--- config.mk ---
export PLATFORM = sky130hd
export DESIGN_NAME = ascii_unsigned_int_parser
export DESIGN_NICKNAME = d
export VERILOG_FILES = /design/src/auip_pkg.sv /design/src/auip_char_step.sv /design/src/ascii_unsigned_int_parser.sv
export VERILOG_INCLUDE_DIRS = /design/src /design/src/src
export SDC_FILE = /design/constraint.sdc
export NUM_CORES = 1
export LEC_CHECK = 0
export BUFFER_PORTS_ARGS = -buffer_cell sky130_fd_sc_hd__buf_4
export CAP_MARGIN = 20
export CORE_ASPECT_RATIO = 1.5
export CORE_MARGIN = 1
export CORE_UTILIZATION = 60
export CTS_CLUSTER_DIAMETER = 80
export DETAILED_ROUTE_END_ITERATION = 12
export HOLD_SLACK_MARGIN = 0.05
export PLACE_DENSITY = 0.8
export SYNTH_ARGS = -nofsm -noshare
export SYNTH_HDL_FRONTEND = slang
export SYNTH_SLANG_ARGS = --single-unit
--- constraint.sdc ---
create_clock -name clock -period 16.4 [get_ports clock]
set_input_delay 0.82 -clock clock [delete_from_list [all_inputs] [get_ports clock]]
set_output_delay 0.82 -clock clock [all_outputs]
set_load 0.01 [all_outputs]
--- src/ascii_unsigned_int_parser_assert.svh ---
// Assertion macros shared by the ASCII unsigned integer parser RTL.
// Needs nothing else; each macro expands to one labeled concurrent assertion.
`ifndef ASCII_UNSIGNED_INT_PARSER_ASSERT_SVH
`define ASCII_UNSIGNED_INT_PARSER_ASSERT_SVH

// The consequent must hold in the same cycle as the antecedent.
`define AUIP_ASSERT_SAME(label, clk, rst, ante, cons) \
   label: assert property (@(posedge clk) disable iff (rst) (ante) |-> (cons)) \
      else $error("assertion failed in ascii_unsigned_int_parser");

// The consequent must hold in the cycle after the antecedent.
`define AUIP_ASSERT_NEXT(label, clk, rst, ante, cons) \
   label: assert property (@(posedge clk) disable iff (rst) (ante) |=> (cons)) \
      else $error("assertion failed in ascii_unsigned_int_parser");

`endif

--- src/auip_pkg.sv ---
// Package for the ASCII unsigned integer parser: beat types, character codes,
// register indexes and parse state types. Depends on nothing.
package auip_pkg;

   localparam int AUIP_ACC_BITS_DEFAULT = 64;

   localparam logic [7:0] CHAR_SEP   = 8'h27;
   localparam logic [7:0] CHAR_ZERO  = 8'h30;
   localparam logic [7:0] CHAR_NINE  = 8'h39;
   localparam logic [7:0] CHAR_UA    = 8'h41;
   localparam logic [7:0] CHAR_UF    = 8'h46;
   localparam logic [7:0] CHAR_LX    = 8'h78;

   localparam logic [3:0] HEX_LETTER_OFFSET = 4'd9;

   typedef enum logic {
      CSR_HEX_MODE     = 1'b0,
      CSR_WIDTH_SELECT = 1'b1
   } auip_csr_index_type;

   typedef enum logic [1:0] {
      WIDTH_8  = 2'd0,
      WIDTH_16 = 2'd1,
      WIDTH_32 = 2'd2,
      WIDTH_64 = 2'd3
   } auip_width_type;

   typedef enum logic [1:0] {
      PFX_EXPECT_ZERO = 2'd0,
      PFX_EXPECT_X    = 2'd1,
      PFX_DONE        = 2'd2
   } auip_prefix_type;

   typedef struct packed {
      logic [7:0] char_code;
      logic       last_char;
   } auip_req_type;

   typedef struct packed {
      logic        parse_ok;
      logic [63:0] parsed_value;
   } auip_rsp_type;

   // Per-string parse flags carried between the top level and the step logic.
   typedef struct packed {
      logic            prev_sep;
      logic            failed;
      auip_prefix_type prefix_pos;
   } auip_flags_type;

endpackage

--- src/auip_char_step.sv ---
// Next parse state for one character: prefix check, digit decode, separator
// rules and the shift-add multiply with exact overflow check. Uses auip_pkg.
module auip_char_step import auip_pkg::*; #(
   parameter int ACC_BITS = AUIP_ACC_BITS_DEFAULT
) (
   input  logic [7:0]          char_code,
   input  logic                hex_mode,
   input  auip_width_type      width_select,
   input  logic [ACC_BITS-1:0] acc_cur,
   input  auip_flags_type      flags_cur,
   output logic [ACC_BITS-1:0] acc_next,
   output auip_flags_type      flags_next
);

   localparam int ProdBits = ACC_BITS + 4;

   logic                is_dec;
   logic                is_hex_letter;
   logic                is_digit;
   logic [3:0]          digit;
   logic [ACC_BITS-1:0] limit_mask;
   logic [ProdBits-1:0] acc_ext;
   logic [ProdBits-1:0] product;
   logic                overflow;
   logic                in_prefix;

   assign is_dec        = (char_code >= CHAR_ZERO) && (char_code <= CHAR_NINE);
   assign is_hex_letter = hex_mode && (char_code >= CHAR_UA) && (char_code <= CHAR_UF);
   assign is_digit      = is_dec || is_hex_letter;
   assign digit         = is_dec ? char_code[3:0] : 4'(char_code[3:0] + HEX_LETTER_OFFSET);
   assign in_prefix     = hex_mode && ((flags_cur.prefix_pos == PFX_EXPECT_ZERO) ||
                                       (flags_cur.prefix_pos == PFX_EXPECT_X));

   // Largest value allowed at the selected width, capped at the accumulator width.
   always_comb begin
      for (int i = 0; i < ACC_BITS; i++) begin
         limit_mask[i] = (i < (8 << width_select));
      end
   end

   // acc * base + digit by shifts and adds, wide enough that nothing is lost.
   always_comb begin
      acc_ext = {4'b0000, acc_cur};
      if (hex_mode) begin
         product = (acc_ext << 4) + ProdBits'(digit);
      end else begin
         product = (acc_ext << 3) + (acc_ext << 1) + ProdBits'(digit);
      end
      overflow = product > {4'b0000, limit_mask};
   end

   always_comb begin
      acc_next   = acc_cur;
      flags_next = flags_cur;
      if (!flags_cur.failed) begin
         if (in_prefix) begin
            if ((flags_cur.prefix_pos == PFX_EXPECT_ZERO) && (char_code == CHAR_ZERO)) begin
               flags_next.prefix_pos = PFX_EXPECT_X;
            end else if ((flags_cur.prefix_pos == PFX_EXPECT_X) &&
                         (char_code == CHAR_LX)) begin
               flags_next.prefix_pos = PFX_DONE;
            end else begin
               flags_next.failed = 1'b1;
            end
         end else if (!is_digit) begin
            if ((char_code == CHAR_SEP) && !flags_cur.prev_sep) begin
               flags_next.prev_sep = 1'b1;
            end else begin
               flags_next.failed = 1'b1;
            end
         end else begin
            flags_next.prev_sep = 1'b0;
            if (overflow) begin
               flags_next.failed = 1'b1;
            end else begin
               acc_next = product[ACC_BITS-1:0];
            end
         end
      end
   end

endmodule

--- src/ascii_unsigned_int_parser.sv ---
// ASCII unsigned integer parser, top level. A last character's beat passes
// the input register and then the result register before its result appears.
// One character per cycle is taken, except while a last character waits on a
// stalled result side. Synchronous active-high reset clears the parse state,
// both handshakes and the CSR registers (hex_mode 0, width_select 64 bits).
`include "ascii_unsigned_int_parser_assert.svh"

module ascii_unsigned_int_parser import auip_pkg::*; #(
   parameter int ACC_BITS = AUIP_ACC_BITS_DEFAULT
) (
   input  logic               clock,
   input  logic               reset,
   input  logic               req_valid,
   output logic               req_stall,
   input  auip_req_type       req_data,
   output logic               rsp_valid,
   input  logic               rsp_stall,
   output auip_rsp_type       rsp_data,
   input  logic               csr_valid,
   output logic               csr_ready,
   input  auip_csr_index_type csr_index,
   input  logic [1:0]         csr_data
);

   logic                hex_mode_ff;
   auip_width_type      width_select_ff;

   logic                s1_valid_ff;
   logic                s1_valid_in;
   auip_req_type        s1_req_ff;

   logic [ACC_BITS-1:0] acc_ff;
   logic [ACC_BITS-1:0] acc_in;
   auip_flags_type      flags_ff;
   auip_flags_type      flags_in;

   logic                rsp_valid_ff;
   logic                rsp_valid_in;
   auip_rsp_type        rsp_ff;

   logic [ACC_BITS-1:0] acc_step;
   auip_flags_type      flags_step;
   logic                req_accept;
   logic                out_free;
   logic                s1_advance;
   logic                s1_result;
   logic                string_ok;

   localparam auip_flags_type FlagsClear = '{prev_sep: 1'b1, failed: 1'b0,
                                             prefix_pos: PFX_EXPECT_ZERO};

   assign csr_ready = 1'b1;

   always_ff @(posedge clock) begin
      if (reset) begin
         hex_mode_ff     <= 1'b0;
         width_select_ff <= WIDTH_64;
      end else if (csr_valid && csr_ready) begin
         case (csr_index)
            CSR_HEX_MODE:     hex_mode_ff     <= csr_data[0];
            CSR_WIDTH_SELECT: width_select_ff <= auip_width_type'(csr_data);
            default:          ;
         endcase
      end
   end

   auip_char_step #(
      .ACC_BITS(ACC_BITS)
   ) u_step (
      .char_code    (s1_req_ff.char_code),
      .hex_mode     (hex_mode_ff),
      .width_select (width_select_ff),
      .acc_cur      (acc_ff),
      .flags_cur    (flags_ff),
      .acc_next     (acc_step),
      .flags_next   (flags_step)
   );

   // A character that ends no string never waits on the result side.
   assign out_free   = !rsp_valid_ff || !rsp_stall;
   assign s1_advance = s1_valid_ff && (!s1_req_ff.last_char || out_free);
   assign s1_result  = s1_advance && s1_req_ff.last_char;
   assign req_stall  = s1_valid_ff && !s1_advance;
   assign req_accept = req_valid && !req_stall;

   assign string_ok = !flags_step.failed && !flags_step.prev_sep &&
                      !(hex_mode_ff && (flags_step.prefix_pos != PFX_DONE));

   always_comb begin
      s1_valid_in = s1_valid_ff;
      if (req_accept) begin
         s1_valid_in = 1'b1;
      end else if (s1_advance) begin
         s1_valid_in = 1'b0;
      end

      acc_in   = acc_ff;
      flags_in = flags_ff;
      if (s1_result) begin
         acc_in   = '0;
         flags_in = FlagsClear;
      end else if (s1_advance) begin
         acc_in   = acc_step;
         flags_in = flags_step;
      end

      rsp_valid_in = rsp_valid_ff;
      if (s1_result) begin
         rsp_valid_in = 1'b1;
      end else if (!rsp_stall) begin
         rsp_valid_in = 1'b0;
      end
   end

   always_ff @(posedge clock) begin
      if (reset) begin
         s1_valid_ff  <= 1'b0;
         acc_ff       <= '0;
         flags_ff     <= FlagsClear;
         rsp_valid_ff <= 1'b0;
      end else begin
         s1_valid_ff  <= s1_valid_in;
         acc_ff       <= acc_in;
         flags_ff     <= flags_in;
         rsp_valid_ff <= rsp_valid_in;
      end
   end

   always_ff @(posedge clock) begin
      if (req_accept) begin
         s1_req_ff <= req_data;
      end
      if (s1_result) begin
         rsp_ff.parse_ok     <= string_ok;
         rsp_ff.parsed_value <= string_ok ? 64'(acc_step) : 64'd0;
      end
   end

   assign rsp_valid = rsp_valid_ff;
   assign rsp_data  = rsp_ff;

   `AUIP_ASSERT_SAME(a_fail_value_zero, clock, reset,
      rsp_valid && !rsp_data.parse_ok, rsp_data.parsed_value == 64'd0)
   `AUIP_ASSERT_NEXT(a_clear_after_last, clock, reset,
      s1_result, (acc_ff == '0) && (flags_ff == FlagsClear))
   `AUIP_ASSERT_SAME(a_stall_only_when_held, clock, reset,
      req_stall, s1_valid_ff && s1_req_ff.last_char && rsp_valid_ff)

endmodule
Word level (Yosys, flattened, before mapping)
Index checks and enable logic that the tools add are counted.

operators by class
  add/subtract/negate cells = 4
  multipliers = 0
  divide/modulo/power cells = 0
  magnitude comparators = 69
  equality and inequality tests = 6
  shift operators = 1
  muxes and demuxes = 22
  bitwise operators = 1
  reductions and logical operators = 32

operators with widths
  operator                number
  $lt A7 B32 Y1 const A   32
  $lt A6 B32 Y1 const A   16
  $lt A5 B32 Y1 const A   8
  $mux W64                4
  $add A68 B4 Y68         2
  $lt A4 B32 Y1 const A   4
  $add A67 B65 Y68        1
  $gt A68 B64 Y1          1
  $mux W68                1
  $lt A3 B32 Y1 const A   2
  $lt A1 B32 Y1 const A   1
  $lt A2 B32 Y1 const A   1
  $shl A4 B2 Y32 const A  1
  $eq A8 B6 Y1 const B    2
  $logic_and A1 B1 Y1     14
  $mux W1                 11
  $logic_not A1 Y1        9
  $eq A8 B7 Y1 const B    1
  $ge A8 B6 Y1 const B    1
  $ge A8 B7 Y1 const B    1
  $le A8 B6 Y1 const B    1
  $le A8 B7 Y1 const B    1
  $mux W2                 4
  $mux W4                 2
  other kinds (10)        14

storage, ports and cells
  bits in registers = 147
  bits in latches = 0
  memory bits (writable) = 0
  bits in read-only memories = 0
  output and inout port bits = 68
  word-level logic and storage cells = 147
  memories = 0

Longest topological paths before layout
  depth after elaboration = 14
  depth in mapped cells = 33
  mapped depth without buffers = 31

Modules after synthesis
Synthesis repeated with hierarchy kept, for this count alone.

unflattened totals
  cell total of the unflattened synthesis = 1464
  area, all modules = 13331.5 sq um

modules (own cells, without submodules)
  module                     instances  cells an instance  area an instance (sq um)  seq. area each (sq um)
  auip_char_step             1          1139               8338.0                    0.0
  ascii_unsigned_int_parser  1          325                4993.5                    3683.5

Least setup slack after synthesis
Ideal clock, no wire load.

  path type = register to register
  start = reg s1_req_ff[1] in the netlist's numbering
  end = reg rsp_ff (netlist bit rsp_data[8]), data pin
  library setup time = 0.271 ns
  arrival = 6.658 ns
  path slack = 9.471 ns
  cell stages (with the launch flop) = 31
  cell sequence = edfxtp_1 -> inv_1 -> ha_1 -> nor2_1 -> o21ai_0 -> and3_1 -> clkbuf_1 -> a31oi_1 -> xor2_1 -> fa_1 -> fa_1 -> a21oi_1 -> o21a_1 -> o41ai_1 -> o211a_1 -> o211a_1 -> or3_1 -> a21oi_1 -> xor2_1 -> o21ai_0 -> ha_1 -> nand2_1 -> nor3_1 -> o21ai_0 -> and3_1 -> a211oi_1 -> o21ai_0 -> nand4_2 -> buf_4 -> buf_2 -> a211oi_2

between the ends
  longest elaborated chain between the ends = 13
  elaborated cells on any way between the ends = 43

RTL lines
  what                                          line                                        source
  start: declaration                            ascii_unsigned_int_parser.sv:30             auip_req_type s1_req_ff;
  start signal: assignment                      ascii_unsigned_int_parser.sv:131            s1_req_ff <= req_data;
  $ge A8 B6 Y1 or $le A8 B6 Y1 (tied branches)  auip_char_step.sv:27                        assign is_dec = (char_code >= CHAR_ZERO) && (char_code <= CHAR_NINE);
  $logic_and A1 B1 Y1                           auip_char_step.sv:27
  $mux W4                                       auip_char_step.sv:30                        assign digit = is_dec ? char_code[3:0] : 4'(char_code[3:0] + HEX_LETTER_OFFSET);
  $add A68 B4 Y68, on equally long branches     auip_char_step.sv:47, auip_char_step.sv:45
  $mux W68                                      auip_char_step.sv:44                        if (hex_mode) begin
  $gt A68 B64 Y1                                auip_char_step.sv:49                        overflow = product > {4'b0000, limit_mask};
  $mux W1                                       auip_char_step.sv:73                        if (overflow) begin
  $mux W2                                       auip_char_step.sv:65                        end else if (!is_digit) begin
  $mux W1                                       auip_char_step.sv:56                        if (in_prefix) begin
  $mux W4                                       auip_char_step.sv:55                        if (!flags_cur.failed) begin
  $logic_not A1 Y1                              ascii_unsigned_int_parser.sv:86             assign string_ok = !flags_step.failed && !flags_step.prev_sep &&
  $logic_and A1 B1 Y1 (2 in series)             ascii_unsigned_int_parser.sv:86
  end: declaration                              ascii_unsigned_int_parser.sv:39             auip_rsp_type rsp_ff;

Several ways; a longest one is shown, not always the timed one.
A chain may end at the register's enable or synchronous reset.

Worst setup path after layout
  start = reg s1_req_ff[1] in the netlist's numbering
  end = reg rsp_ff (netlist bit rsp_data[44]), data pin

The elaborated chain is that of the path after synthesis.

==> results.toml <==
[outcome]
status = "finished clean"

[yosys]
post_synth_and_or_nand_nor_area_fraction_pct = 17.9
synth_top_cell_by_area = "ha_1"
synth_most_common_cell = "nand2_1"
synth_top_family_by_area = "compound AO/OA/AOI/OAI gates"
netlist_area_um2 = 14300
muxShareOfSynthArea_pct = 4.49
synth_common_cells = "254 x nand2_1, 195 x ha_1, 117 x a21oi_1"
async_flop_share_pct = 0
synth.area.top_cells = "ha_1 17%, edfxtp_1 16%, dfxtp_1 10%"
ys_types = 96
synthCells = 1692
synth_adder_area_share_pct = 17.4
synth-warning-count = 0
synth-xor-area-share_pct = 3.19
ys.flop_type = "edfxtp_1"
synth_seq_cells = 147
yosysTopAreaCellShare_pct = 17.1
synth-edff-count = 74
synth_compound_area_share_pct = 25.6
avgSynthCellArea_um2 = 8.43
seq_area_frac_synth_pct = 25.8

[grt]
first_global_vias = 13542
grt-ovfl-total = 0
track_usage_pct = 38.4
antenna_found_initial = 1
grt_pass1_wl_um = 71800
grt_start_max_net_pins = 109

[clocking]
cts_tree = "done"
cts_resized = 0
hold_buffers = 0
worstSkewPairLatency_ns = 0.45
clock_sinks = 147
cts_root_buf = "clkbuf_16"
cts_setup_buffers = 0
h-tree-depth = 4
cts_buffers = 17
clk_path_buf_depth = 2
clk_transition_reported_paths_ns = 0.07

[power]
seq_power_share_pct = 44.9
p_leak_nw = 6.14
p_per_area_nw_per_um2 = 57.1
swShare_pct = 27.2
pwr-share-clk_pct = 44.9
p_total_uw = 890
p_int_uw = 648
p_comb_share_pct = 10.2
switching_power_uw = 242
peakVddDrop_mv = 0.0738

[setup_path]
worstSetupStartpointType = "register"
worst-r2r-setup-slack_ns = 7.17
ff2ff_path_depth = 29
crit_path_end = "rsp_data[44]"
r2r_start = "s1_req_ff[1]"
crit_top_cell = "o21ai_0"
endpoint_kind = "register"
critical_path.max_fanout = 35
cp-startpoint = "s1_req_ff[1]"
cp_slowest_cell = "nor3b_2"
critPathKind = "reg -> reg"
arrival_ns = 9.42
reg2reg_to = "rsp_data[44]"
crit_required_ns = 16.58
critical-path-max-stage-delay_ns = 0.80

[timing]
rsz0062_at_grt = "false"
min_period_over_period_pct = 56.3
slew_viol_final = 0
finalSetupViolCount = 0
fin_crit_ns = 9.23
slew_headroom_pct = 34.7
finalHoldViolCount = 0
fin_tns_setup_ns = 0
worst_pin_slew_ns = 0.973
fin_skew_ns = 0.0115
fmax_mhz = 108

[floorplan]
die_h_um = 191
rows = 68
start_util_pct = 61.6
pin_count = 85
dieWidth_um = 128
core-area_um2 = 23100
die-area_um2 = 24400

[worst_hold_path]
hp-class = "reg -> reg"

[route]
wl_um = 45900
drc = 0
vias = 13802
detail_route.wl_per_cell_um = 22.4
vias_per_cell = 6.74
drt_iter0_drc = 1198
drtAntennaViolNets = 0
firstDrtPassIters = 5

[cells_and_area]
areaGrowthSynthToFinish_pct = 9.23
drive_gt1_share_pct = 12.8
nets = 1933
fin_util_pct = 67.3
final_area_um2 = 15600

[placed_design]
io_buffers = 83
placed_area_um2 = 15000
gp_congestion = 1.02
post-dp-hpwl_um = 34100

[job]
cap_viol_max_count = 0
[how the worst min path moves through the flow]
| stage | startpoint | to | slack, ns | cells after the start |
|---|---|---|---|---|
| floorplan | acc_ff[35] | acc_ff[35] | 0.47 | 2 |
| CTS | acc_ff[59] | acc_ff[59] | 0.51 | 2 |
| detailed placement | acc_ff[59] | acc_ff[59] | 0.50 | 2 |
| global placement | acc_ff[59] | acc_ff[59] | 0.49 | 2 |
| global route | acc_ff[43] | acc_ff[43] | 0.53 | 2 |
| finish | acc_ff[59] | acc_ff[59] | 0.51 | 2 |
[stage by stage]
| step | hold slack, ns | cells | worst slack [ns] |
|---|---|---|---|
| after floorplan | 0.468 | 1699 | 9.47 |
| final | 0.511 | 2048 | 7.17 |
| after global placement | 0.487 | 2013 | 7.66 |
| after global routing | 0.534 | 2047 | 6.69 |
| after CTS | 0.514 | 2045 | 7.47 |
| after detailed placement | 0.503 | 2013 | 7.50 |
[flip-flops by register name, indices dropped and copies added (netlist names)]
name             flops
width_select_ff      2
flags_ff             4
s1_valid_ff          1
s1_req_ff            9
rsp_valid            1
hex_mode_ff          1
acc_ff              64
rsp_data            65
[kinds of logic after synthesis]
logic type,after synthesis
AND/OR/NAND/NOR,554
flip-flops,147
multiplexers,63
AO/OA/AOI/OAI,505
other,2
buffers and inverters,172
XOR/XNOR,52
adder cells (fa/ha/maj),197
[metal layers]
| metal | vias up | part of all wire [%] | GRT usage (%) |
|---|---|---|---|
| met3 | 212 | 7.3 | 6.71 |
| met4 | 0 | 7.0 | 26.2 |
| li1 | 6403 | - | - |
| met2 | 722 | 49 | 66.3 |
| met5 | - | 0 | 0 |
| met1 | 6465 | 37 | 42.6 |
[power by group through the flow]
stage | combinational, mW | clock, mW | sequential, mW
after detailed placement | 0.0875 | 0 | 0.408
after global placement | 0.0848 | 0 | 0.407
after floorplan | 0.0572 | 0 | 0.407
after CTS | 0.0877 | 0.399 | 0.400
final | 0.0904 | 0.400 | 0.400
after global routing | 0.0976 | 0.412 | 0.400
[critical path: cells and delay by family (launching register included)]
family                   cells  cell delay (ns)
AO/OA/AOI/OAI               12             3.05
XOR/XNOR                     1             0.30
adder cells (fa/ha/maj)      4             1.43
buffers and inverters        2             0.60
flip-flops                   1             0.46
AND/OR/NAND/NOR             10             3.09
[area by class of cell]
class,count,area [um^2]
Antenna cell,1,2.50
Clock buffer,18,429
Clock inverter,14,153
Fill cell,1995,7560
Inverter,70,263
Multi-Input combinational cell,1380,9870
Sequential cell,147,3690
Tap cell,315,394
Timing Repair Buffer,103,786
[layout by cell type, fill, tap and decap left out, types with 55 or more instances in the layout]
| cell type | netlist | routed |
|---|---|---|
| ha_1 | 195 | 195 |
| nand2_1 | 254 | 254 |
| dfxtp_1 | 73 | 72 |
| buf_4 | 6 | 102 |
| mux2i_1 | 55 | 55 |
| nor2_1 | 109 | 107 |
| inv_1 | 69 | 69 |
| edfxtp_1 | 74 | 74 |
| o21ai_0 | 105 | 105 |
| a21oi_1 | 117 | 116 |
No activity file was read; power rests on OpenSTA's default activity.
